$ cat src/rtl/mrcc_pkg.sv
// Types and constants for the Modbus RTU frame CRC check.
// Depends on nothing; used by every module of the block.
`default_nettype none

package mrcc_pkg;

  localparam int CNT_W = 9;

  localparam logic [CNT_W-1:0] CNT_MAX  = 9'd511;
  localparam logic [CNT_W-1:0] LEN_POS  = 9'd2;
  localparam logic [9:0]       HDR_BYTES  = 10'd3;
  localparam logic [9:0]       MIN_BYTES  = 10'd3;
  localparam logic [9:0]       TAIL_BYTES = 10'd5;

  localparam logic [15:0] CRC_INIT = 16'hFFFF;
  localparam logic [15:0] CRC_POLY = 16'hA001;

  localparam logic [1:0] ST_OK       = 2'd0;
  localparam logic [1:0] ST_SHORT    = 2'd1;
  localparam logic [1:0] ST_MISMATCH = 2'd2;

  typedef struct packed {
    logic [7:0] data_byte;
    logic       last_byte;
  } item_t;

  typedef struct packed {
    logic [1:0]  status;
    logic [15:0] computed_crc;
  } result_t;

  function automatic logic [15:0] crc_byte(input logic [15:0] crc_in,
                                           input logic [7:0]  b);
    logic [15:0] c;
    c = crc_in ^ {8'h00, b};
    for (int k = 0; k < 8; k++) begin
      if (c[0]) begin
        c = (c >> 1) ^ CRC_POLY;
      end else begin
        c = c >> 1;
      end
    end
    return c;
  endfunction

endpackage

`default_nettype wire

$ cat src/rtl/mrcc_in_reg.sv
// Input register of the frame CRC check: holds one item until the frame logic takes it.
// Depends on mrcc_pkg.
`default_nettype none

module mrcc_in_reg (
  input  wire logic          clk,
  input  wire logic          rst_n,
  input  wire logic          in_valid,
  output logic               in_ready,
  input  wire mrcc_pkg::item_t in_item,
  input  wire logic          adv,
  output logic               stage_valid,
  output mrcc_pkg::item_t    stage_item
);

  logic            valid_r;
  mrcc_pkg::item_t item_r;

  assign in_ready    = !valid_r || adv;
  assign stage_valid = valid_r;
  assign stage_item  = item_r;

  always_ff @(posedge clk) begin
    if (!rst_n) begin
      valid_r <= 1'b0;
    end else if (in_ready) begin
      valid_r <= in_valid;
    end
  end

  always_ff @(posedge clk) begin
    if (in_ready && in_valid) begin
      item_r <= in_item;
    end
  end

endmodule

`default_nettype wire

$ cat src/rtl/mrcc_frame.sv
// Frame state and per-byte update: length capture, CRC-16 update, received CRC, status.
// Depends on mrcc_pkg.
`default_nettype none

module mrcc_frame (
  input  wire logic            clk,
  input  wire logic            rst_n,
  input  wire logic            fire,
  input  wire mrcc_pkg::item_t item,
  output mrcc_pkg::result_t    res
);

  logic [mrcc_pkg::CNT_W-1:0] cnt_r, cnt_nxt;
  logic [7:0]                 len_r, len_nxt;
  logic [15:0]                crc_r, crc_nxt;
  logic [15:0]                rcv_r, rcv_nxt;

  logic [7:0]  len_eff;
  logic [9:0]  idx;
  logic [9:0]  crc_end;
  logic [9:0]  n_bytes;
  logic        crc_en;
  logic        short_frame;
  logic [15:0] crc_upd;
  logic [15:0] rcv_upd;
  logic [15:0] crc_swap;

  always_comb begin
    len_eff  = (cnt_r == mrcc_pkg::LEN_POS) ? item.data_byte : len_r;
    idx      = {1'b0, cnt_r};
    crc_end  = {2'b00, len_eff} + mrcc_pkg::HDR_BYTES;
    n_bytes  = idx + 10'd1;
    crc_en   = (cnt_r <= mrcc_pkg::LEN_POS) || (idx < crc_end);
    crc_upd  = crc_r;
    rcv_upd  = rcv_r;
    if (crc_en) begin
      crc_upd = mrcc_pkg::crc_byte(crc_r, item.data_byte);
    end else if (idx == crc_end) begin
      rcv_upd = {item.data_byte, 8'h00};
    end else if (idx == crc_end + 10'd1) begin
      rcv_upd = {rcv_r[15:8], item.data_byte};
    end
    crc_swap    = {crc_upd[7:0], crc_upd[15:8]};
    short_frame = (n_bytes < mrcc_pkg::MIN_BYTES) ||
                  (n_bytes < {2'b00, len_eff} + mrcc_pkg::TAIL_BYTES);
    if (short_frame) begin
      res.status       = mrcc_pkg::ST_SHORT;
      res.computed_crc = 16'h0000;
    end else if (crc_swap == rcv_upd) begin
      res.status       = mrcc_pkg::ST_OK;
      res.computed_crc = crc_swap;
    end else begin
      res.status       = mrcc_pkg::ST_MISMATCH;
      res.computed_crc = crc_swap;
    end
  end

  always_comb begin
    if (item.last_byte) begin
      cnt_nxt = '0;
      len_nxt = 8'h00;
      crc_nxt = mrcc_pkg::CRC_INIT;
      rcv_nxt = 16'h0000;
    end else begin
      cnt_nxt = (cnt_r < mrcc_pkg::CNT_MAX) ? cnt_r + 9'd1 : cnt_r;
      len_nxt = len_eff;
      crc_nxt = crc_upd;
      rcv_nxt = rcv_upd;
    end
  end

  always_ff @(posedge clk) begin
    if (!rst_n) begin
      cnt_r <= '0;
      len_r <= 8'h00;
      crc_r <= mrcc_pkg::CRC_INIT;
      rcv_r <= 16'h0000;
    end else if (fire) begin
      cnt_r <= cnt_nxt;
      len_r <= len_nxt;
      crc_r <= crc_nxt;
      rcv_r <= rcv_nxt;
    end
  end

endmodule

`default_nettype wire

$ cat src/rtl/mrcc_out_reg.sv
// Result register of the frame CRC check: holds one result until it is taken.
// Depends on mrcc_pkg.
`default_nettype none

module mrcc_out_reg (
  input  wire logic              clk,
  input  wire logic              rst_n,
  input  wire logic              load,
  input  wire mrcc_pkg::result_t res,
  output logic                   out_valid,
  input  wire logic              out_ready,
  output mrcc_pkg::result_t      out_res
);

  logic              valid_r;
  mrcc_pkg::result_t res_r;

  assign out_valid = valid_r;
  assign out_res   = res_r;

  always_ff @(posedge clk) begin
    if (!rst_n) begin
      valid_r <= 1'b0;
    end else if (load) begin
      valid_r <= 1'b1;
    end else if (out_ready) begin
      valid_r <= 1'b0;
    end
  end

  always_ff @(posedge clk) begin
    if (load) begin
      res_r <= res;
    end
  end

endmodule

`default_nettype wire

$ cat src/rtl/modbus_rtu_frame_crc_check.sv
// Modbus RTU frame check, top level: input register, frame logic, result register.
// Depends on mrcc_pkg, mrcc_in_reg, mrcc_frame, mrcc_out_reg.
//
// Takes one received byte per cycle unless stalled, with no gaps between frames.
// Byte 2 of a frame is the data length L; CRC-16/MODBUS covers bytes 0..L+2, bytes
// L+3 and L+4 are the received CRC (low byte first), later bytes are ignored. On
// the byte flagged last, one result item carries the status (ok, too short, CRC
// mismatch) and the computed CRC (zero if too short), first transmitted byte in
// bits 15..8; the frame state then clears. A result passes through the input
// register, then through the byte-wide CRC update into the result register.
// Bytes keep flowing while a result waits; only a second last byte stalls until
// the waiting result is taken.
`default_nettype none

module modbus_rtu_frame_crc_check (
  input  wire logic        clk,
  input  wire logic        rst_n,
  input  wire logic        in_valid,
  output logic             in_ready,
  input  wire logic [7:0]  in_data_byte,
  input  wire logic        in_last_byte,
  output logic             out_valid,
  input  wire logic        out_ready,
  output logic [1:0]       out_status,
  output logic [15:0]      out_computed_crc
);

  mrcc_pkg::item_t   in_item;
  mrcc_pkg::item_t   stage_item;
  mrcc_pkg::result_t frame_res;
  mrcc_pkg::result_t out_res;
  logic              stage_valid;
  logic              adv;
  logic              fire;

  assign in_item.data_byte = in_data_byte;
  assign in_item.last_byte = in_last_byte;

  assign adv  = !(stage_item.last_byte && out_valid && !out_ready);
  assign fire = stage_valid && adv;

  assign out_status       = out_res.status;
  assign out_computed_crc = out_res.computed_crc;

  mrcc_in_reg u_in_reg (
    .clk         (clk),
    .rst_n       (rst_n),
    .in_valid    (in_valid),
    .in_ready    (in_ready),
    .in_item     (in_item),
    .adv         (adv),
    .stage_valid (stage_valid),
    .stage_item  (stage_item)
  );

  mrcc_frame u_frame (
    .clk   (clk),
    .rst_n (rst_n),
    .fire  (fire),
    .item  (stage_item),
    .res   (frame_res)
  );

  mrcc_out_reg u_out_reg (
    .clk       (clk),
    .rst_n     (rst_n),
    .load      (fire && stage_item.last_byte),
    .res       (frame_res),
    .out_valid (out_valid),
    .out_ready (out_ready),
    .out_res   (out_res)
  );

endmodule

`default_nettype wire

$ cat config.mk
export PLATFORM = sky130hd
export DESIGN_NAME = modbus_rtu_frame_crc_check
export DESIGN_NICKNAME = d
export VERILOG_FILES = /design/src/rtl/mrcc_pkg.sv /design/src/rtl/mrcc_in_reg.sv /design/src/rtl/mrcc_frame.sv /design/src/rtl/mrcc_out_reg.sv /design/src/rtl/modbus_rtu_frame_crc_check.sv
export SDC_FILE = /design/constraint.sdc
export NUM_CORES = 1
export LEC_CHECK = 0
export BUFFER_PORTS_ARGS = -buffer_cell sky130_fd_sc_hd__clkbuf_2
export CORE_MARGIN = 3
export CORE_UTILIZATION = 45
export CTS_BUF_LIST = sky130_fd_sc_hd__clkbuf_16
export DETAILED_ROUTE_END_ITERATION = 6
export SLEW_MARGIN = 20
export SYNTH_ARGS = -nofsm -noshare
export SYNTH_HDL_FRONTEND = slang
export SYNTH_SLANG_ARGS = --single-unit
$ cat constraint.sdc
create_clock -name clk -period 11.1 [get_ports clk]
set_input_delay 0.555 -clock clk [delete_from_list [all_inputs] [get_ports clk]]
set_output_delay 0.555 -clock clk [all_outputs]
set_load 0.02 [all_outputs]
; ---- Yosys cells after proc, flatten, opt, wreduce, memory -nomap -nowiden
; Cells that the tools add are included.
[op_classes]
addsub = 5
magnitude_cmp = 5
n_eq_ne = 4
mux = 28
n_bitwise = 9
n_reduce_logical = 14
[ops]
columns = cell, count
row1 = 16-bit two-way mux, 20
row2 = 8-bit two-way mux, 3
row3 = 2-bit inverter with 3-bit output, 8
row4 = 9-bit by 10-bit == test with 1-bit output, 2
row5 = 18-bit two-way mux, 1
row6 = 9-bit two-way mux, 2
row7 = 16-bit == test, 1
row8 = 16-bit by 8-bit XOR with 16-bit output, 1
row9 = 10-bit by 1-bit adder with 10-bit output (second input constant), 1
row10 = 9-bit by 1-bit adder with 10-bit output (second input constant), 1
row11 = 10-bit < comparator, 1
row12 = 10-bit by 2-bit < comparator with 1-bit output (second input constant), 1
row13 = 9-bit by 10-bit < comparator with 1-bit output, 1
row14 = 8-bit by 2-bit adder with 9-bit output (second input constant), 1
row15 = 8-bit by 3-bit adder with 9-bit output (second input constant), 1
row16 = 9-bit by 1-bit adder with 9-bit output (second input constant), 1
row17 = 9-bit by 2-bit == test with 1-bit output (second input constant), 1
row18 = 9-bit by 2-bit less-or-equal comparator with 1-bit output (second input constant), 1
row19 = 9-bit < comparator (second input constant), 1
row20 = 1-bit logical AND, 5
row21 = 2-bit nonzero test, 2
row22 = 1-bit zero test, 3
row23 = 1-bit logical OR, 3
row24 = 1-bit two-way mux, 2
row25 = 2-bit AND reduction, 1
[word_totals]
regBits = 78
input_bits = 13
output_inout_bits = 20
word_cells = 75

; ---- Longest topological paths before layout
[logic_depth]
word_depth = 29
mapped_depth = 25
depth_no_buf = 23

; ---- Modules after synthesis
; A second synthesis with hierarchy kept.
[hier_totals]
hier_cells = 609
area_unflattened_um2 = 5287.6
[modules_own_cells]
columns = module, instances, cells_each, area_each_um2, seq_area_each_um2
row1 = mrcc_frame, 1, 569, 4339.2, 980.9
row2 = mrcc_out_reg, 1, 21, 581.8, 560.5
row3 = mrcc_in_reg, 1, 14, 327.8, 290.3
row4 = modbus_rtu_frame_crc_check, 1, 5, 38.8, 0.0

; ---- Worst setup path before layout
; Ideal clock, no wire load.
[synth_timing]
path_type = reg-to-reg
from = reg u_frame.cnt_r[1] (netlist name)
to = reg u_out_reg.res_r, in the netlist u_out_reg.out_res[17], data pin
setup_ps = 270
arrival_time_ps = 5523
required_time_ps = 10830
slack_ps = 5307
stages_incl_launch_ff = 22
n_path_buf = 5
period_less_slack_ps = 5793
cell_sequence = dfxtp_1 > ha_1 > or4b_4 > nor2_1 > buf_2 > clkbuf_1 > nand2_1 > nand2_1 > ha_1 > nor2b_1 > nor4_2 > a2111oi_2 > ha_1 > a21o_1 > a21oi_1 > a311o_1 > buf_1 > buf_1 > clkbuf_1 > nor2_1 > a2111oi_0 > a31oi_1
[synth_via]
elab_chain_cells = 10
word_cells_on_any_way = 20
cone_classes = add/sub: 4 / order compare: 4 / eq/ne: 4 / mux: 6 / reduce/logical: 2
[synth_rtl]
columns = item, line
row1 = "start, declared", mrcc_frame.sv:13  ; logic [mrcc_pkg::CNT_W-1:0] cnt_r, cnt_nxt;
row2 = "start signal, assigned", mrcc_frame.sv:79  ; cnt_r <= cnt_nxt;
row3 = 9-bit by 2-bit == test with 1-bit output, mrcc_frame.sv:29  ; len_eff = (cnt_r == mrcc_pkg::LEN_POS) ? item.data_byte : len_r;
row4 = 8-bit two-way mux, mrcc_frame.sv:29
row5 = 8-bit by 2-bit adder with 9-bit output, mrcc_frame.sv:31  ; crc_end = {2'b00, len_eff} + mrcc_pkg::HDR_BYTES;
row6 = 10-bit by 1-bit adder with 10-bit output, mrcc_frame.sv:40  ; end else if (idx == crc_end + 10'd1) begin
row7 = 9-bit by 10-bit == test with 1-bit output, mrcc_frame.sv:40
row8 = 8-bit two-way mux, mrcc_frame.sv:40
row9 = 16-bit two-way mux, mrcc_frame.sv:38  ; end else if (idx == crc_end) begin
row10 = 16-bit two-way mux, mrcc_frame.sv:36  ; if (crc_en) begin
row11 = 16-bit == test, mrcc_frame.sv:49  ; end else if (crc_swap == rcv_upd) begin
row12 = 18-bit two-way mux, mrcc_frame.sv:49
row13 = "end signal, assigned", mrcc_out_reg.sv:33  ; res_r <= res;
row14 = "end, declared", mrcc_out_reg.sv:16  ; mrcc_pkg::result_t res_r;
; Parallel ways exist; a longest one is shown, timed or not.
; A chain may end at the register's enable or synchronous reset.

; ---- Final worst setup path
; Same ends and word-level chain as after synthesis.

==> impl_metrics.env <==
export IMPL_cp_slowest_stage_delay_ps=620
export IMPL_fp_dieH_um=116
export IMPL_clock_latency_ps=340
export IMPL_hold_buffers=0
export IMPL_setup_tns_ps=0
export IMPL_r2r_cells=22
export IMPL_fin_crit_sh_pct=57.9
export IMPL_ys_types=62
export IMPL_pre_cts_ws_ps=4760
export IMPL_syn_nets=685
export IMPL_finClkSkew_ps=6.10
export IMPL_arrival_ps=6490
export IMPL_post_drt_wl_per_cell_um=19.8
export IMPL_dr_pass1_iters=5
export IMPL_crit_path_end_kind="register"
export IMPL_drive_gt1_share_pct=9.44
export IMPL_rsz0062_at_grt="no"
export IMPL_crit_path_cell_trace="ha_1 -> nor4b_1 -> nand2_1 -> nand2_1 -> nand2_1 -> inv_1 -> ha_1 -> nor2b_1 -> and2_1 -> a2111oi_2 -> ha_1 -> a21o_1 -> a21oi_1 -> a311o_1 -> buf_4 -> o21ai_0 -> a32o_1 -> a221oi_1 -> o221ai_1 -> or4_1 -> a21oi_1 -> a31oi_1"
export IMPL_fin_nets=689
export IMPL_n_fill_cell=1096
export IMPL_finalPower_uw=772
export IMPL_setup_violations_final=0
export IMPL_antenna_cells=0
export IMPL_dp_hpwl_um=11300
export IMPL_dr_first_iter_drc_count=612
export IMPL_reg2reg_slack_ps=4670
export IMPL_viasPerCell=6.15
export IMPL_rows=39
export IMPL_cts_buffers=9
export IMPL_grt_pass1_vias=4568
export IMPL_initial_utilization_pct=46.8
export IMPL_path_max_fanout=32
export IMPL_track_usage_pct=24.4
export IMPL_synth_seq_cells=78
export IMPL_antenna_found_initial=0
export IMPL_gp_congestion=0.972
export IMPL_critical_path_class="register to register"
export IMPL_cts_resized=0
export IMPL_slew_viol_final=0
export IMPL_cp_data_required_time_ps=11160
export IMPL_hold_viol_final=0
export IMPL_cts_root_buf="clkbuf_16"
export IMPL_clk_path_buf_depth=2
export IMPL_clock_sinks=78
export IMPL_synthArstFlopShare_pct=0
export IMPL_startpoint_type="register"
export IMPL_die_w_um=116
export IMPL_dpl_cell_count=784
export IMPL_syn_inst=648
export IMPL_hold_depth=1
export IMPL_p_per_area_nw_per_um2=130
export IMPL_cts_tree="yes"
export IMPL_port_buffers=32
export IMPL_syn_to_final_growth_pct=9.52
export IMPL_layout_cells_non_filler=800
export IMPL_grt_overflow=0
export IMPL_regToRegStartpoint="u_frame.cnt_r[1]"
export IMPL_ios=33
export IMPL_dieArea_sq_um=13400
export IMPL_ir_worst_vdd_mv=0.0895
export IMPL_synth_flop_cell="dfxtp_1"
export IMPL_setup_ws_ps=4670
export IMPL_min_period_ps=6430
export IMPL_avgSynthCellArea_sq_um=8.40
export IMPL_static_leakage_power_nw=2.31
export IMPL_synth_edf_count=27
export IMPL_num_vias=4917
export IMPL_grt_pass1_wl_um=25200
export IMPL_maxCapViolations=0
export IMPL_postCtsSetupBuffers=0
export IMPL_synth_seq_area_share_pct=33.7
export IMPL_drc=0
export IMPL_htreeDepth=3
export IMPL_ant_nets=0
export IMPL_slowest_stage="a2111oi_2"
export IMPL_syn_area_sq_um=5440
export IMPL_timing_rr_end="u_out_reg.out_res[17]"
export IMPL_wirelength_um=15900
export IMPL_yosysWarningCount=0
export IMPL_status="finished clean"
export IMPL_hp_start="in_data_byte[6]"
export IMPL_whs_endpoint="u_in_reg.stage_item[7]"
export IMPL_hold_path_class="input pin to register"
export IMPL_grt_start_max_net_pins=37
export IMPL_relSlewSlack_pct=25.8
export IMPL_tightest_slew_ps=1110
export IMPL_clk_pin_slew_worst_paths_ps=60
export IMPL_core_area_sq_um=11600
export IMPL_max_freq_ghz=0.155
## worst max-delay path by stage
stage	startpoint	end	cells after the start
after floorplan	u_frame.cnt_r[1]	u_out_reg.out_res[17]	21
after global placement	u_frame.cnt_r[1]	u_out_reg.out_res[17]	22
after detailed placement	u_frame.cnt_r[1]	u_out_reg.out_res[17]	22
after CTS	u_frame.cnt_r[1]	u_out_reg.out_res[17]	22
after global routing	u_frame.cnt_r[1]	u_out_reg.out_res[17]	22
final	u_frame.cnt_r[1]	u_out_reg.out_res[17]	22
## state kept, by name, summed over array words and instances, names as in the netlist
| name | cells |
|---|---|
| u_out_reg.out_res | 18 |
| u_frame.crc_r | 16 |
| u_frame.rcv_r | 16 |
| u_frame.cnt_r | 9 |
| u_in_reg.stage_item | 9 |
| u_frame.len_r | 8 |
| u_in_reg.stage_valid | 1 |
| u_out_reg.out_valid | 1 |
## cells in the mapped netlist, drive strengths merged (3+ instances only)
master / count / area (sq um)
nor2b: 35 / 219
nand4b: 3 / 26.3
nor4: 8 / 86.3
inv: 21 / 78.8
edfxtp: 27 / 811
a21o: 4 / 30.0
clkbuf: 34 / 128
a211oi: 3 / 22.5
a221oi: 4 / 35.0
xnor2: 41 / 359
nand4: 8 / 50.1
nor3b: 3 / 22.5
a21boi: 4 / 30.0
a22oi: 25 / 188
and2: 8 / 50.1
nor2: 36 / 135
dfxtp: 51 / 1020
mux2i: 11 / 110
ha: 24 / 300
o211ai: 17 / 128
o22ai: 5 / 31.3
xor2: 18 / 158
o21ai: 31 / 155
a31oi: 4 / 25.0
o21a: 8 / 60.1
buf: 9 / 48.8
a21oi: 26 / 130
o2bb2ai: 3 / 26.3
xnor3: 3 / 67.6
and3: 7 / 43.8
a2111oi: 3 / 32.5
nand3: 30 / 150
nor3: 18 / 90.1
nand2: 86 / 323
## power breakdown
| part | switching (mW) | total (mW) | internal, mW | leakage (nW) |
|---|---|---|---|---|
| combinational | 0.0850 | 0.138 | 0.0525 | 1.46 |
| clock | 0.118 | 0.314 | 0.196 | 0.158 |
| sequential | 0.0177 | 0.321 | 0.303 | 0.683 |
## layer usage
metal	wire length, um	global-route usage, %	vias to the layer above	part of all wire, %
met2	6650	34.6	218	42
met3	1160	3.86	24	7.3
met4	321	8.43	0	2.0
met5	0	1.48	-	0
li1	-	-	2344	-
met1	7720	37.3	2331	49
## through the flow
stage | util, % | instance area, sq um | hold WS (ps)
2_1_floorplan | - | 5440 | 490
3_3_place_gp | 48.6 | 5640 | 510
3_5_place_dp | 48.6 | 5640 | 523
4_1_cts | 51.3 | 5950 | 381
5_1_grt | 51.3 | 5960 | 384
6_report | 51.3 | 5960 | 388
## cell type report
cell class,count,area (sq um),share of cell area [%]
multi-input cells,506,3360,56.4
flip-flops and latches,78,1830,30.7
clock buffers,9,225,3.78
repair buffers,36,190,3.19
well taps,143,179,3.00
clock inverters,7,90.1,1.51
inverters,21,78.8,1.32
## critical path: cells and delay by family, from the launching register on
family | cells | cell delay, ps
buf+inv | 2 | 440
flops | 1 | 490
fa+ha+maj | 3 | 960
simple gates | 7 | 2000
compound gates | 10 | 2240
## cell families (layout without fill, tap and decap cells)
family	Yosys count	in the layout	synth area share [%]
and+or+nand+nor	255	255	23.9
muxes	13	13	2.44
xor gates and xnor gates	62	62	10.7
buffers and inverters	64	73	4.69
AOI/OAI and AO/OA	152	152	19.0
adders and majority gates	24	24	5.52
DFF	78	78	33.7
## cells in the final DEF (no fill, tap or decap), types with 3 or more instances in the layout
master     Yosys  layout
mux2i_1       11      11
ha_1          24      24
nor2b_1       35      34
xnor3_1        3       3
a221oi_1       4       4
o211ai_1      17      17
and3_1         7       6
a31oi_1        4       4
a21boi_0       4       4
o22ai_1        5       5
nor3b_1        3       3
inv_1         21      22
o2bb2ai_1      3       3
nand3_1       30      30
o21a_1         8       8
nand4b_1       3       3
edfxtp_1      27      27
a22oi_1       25      25
nor4_1         5       5
xor2_1        18      18
nor2_1        36      36
nor3_1        18      18
clkbuf_16      0       9
nand2_1       86      86
o21ai_1        3       3
clkbuf_2       0      32
buf_4          1       4
nand4_1        8       8
xnor2_1       41      41
a21o_1         4       4
o21ai_0       28      28
and2_1         8       8
dfxtp_1       51      51
a211oi_1       3       3
a21oi_1       26      26
Power figures use the tool's default switching activity.
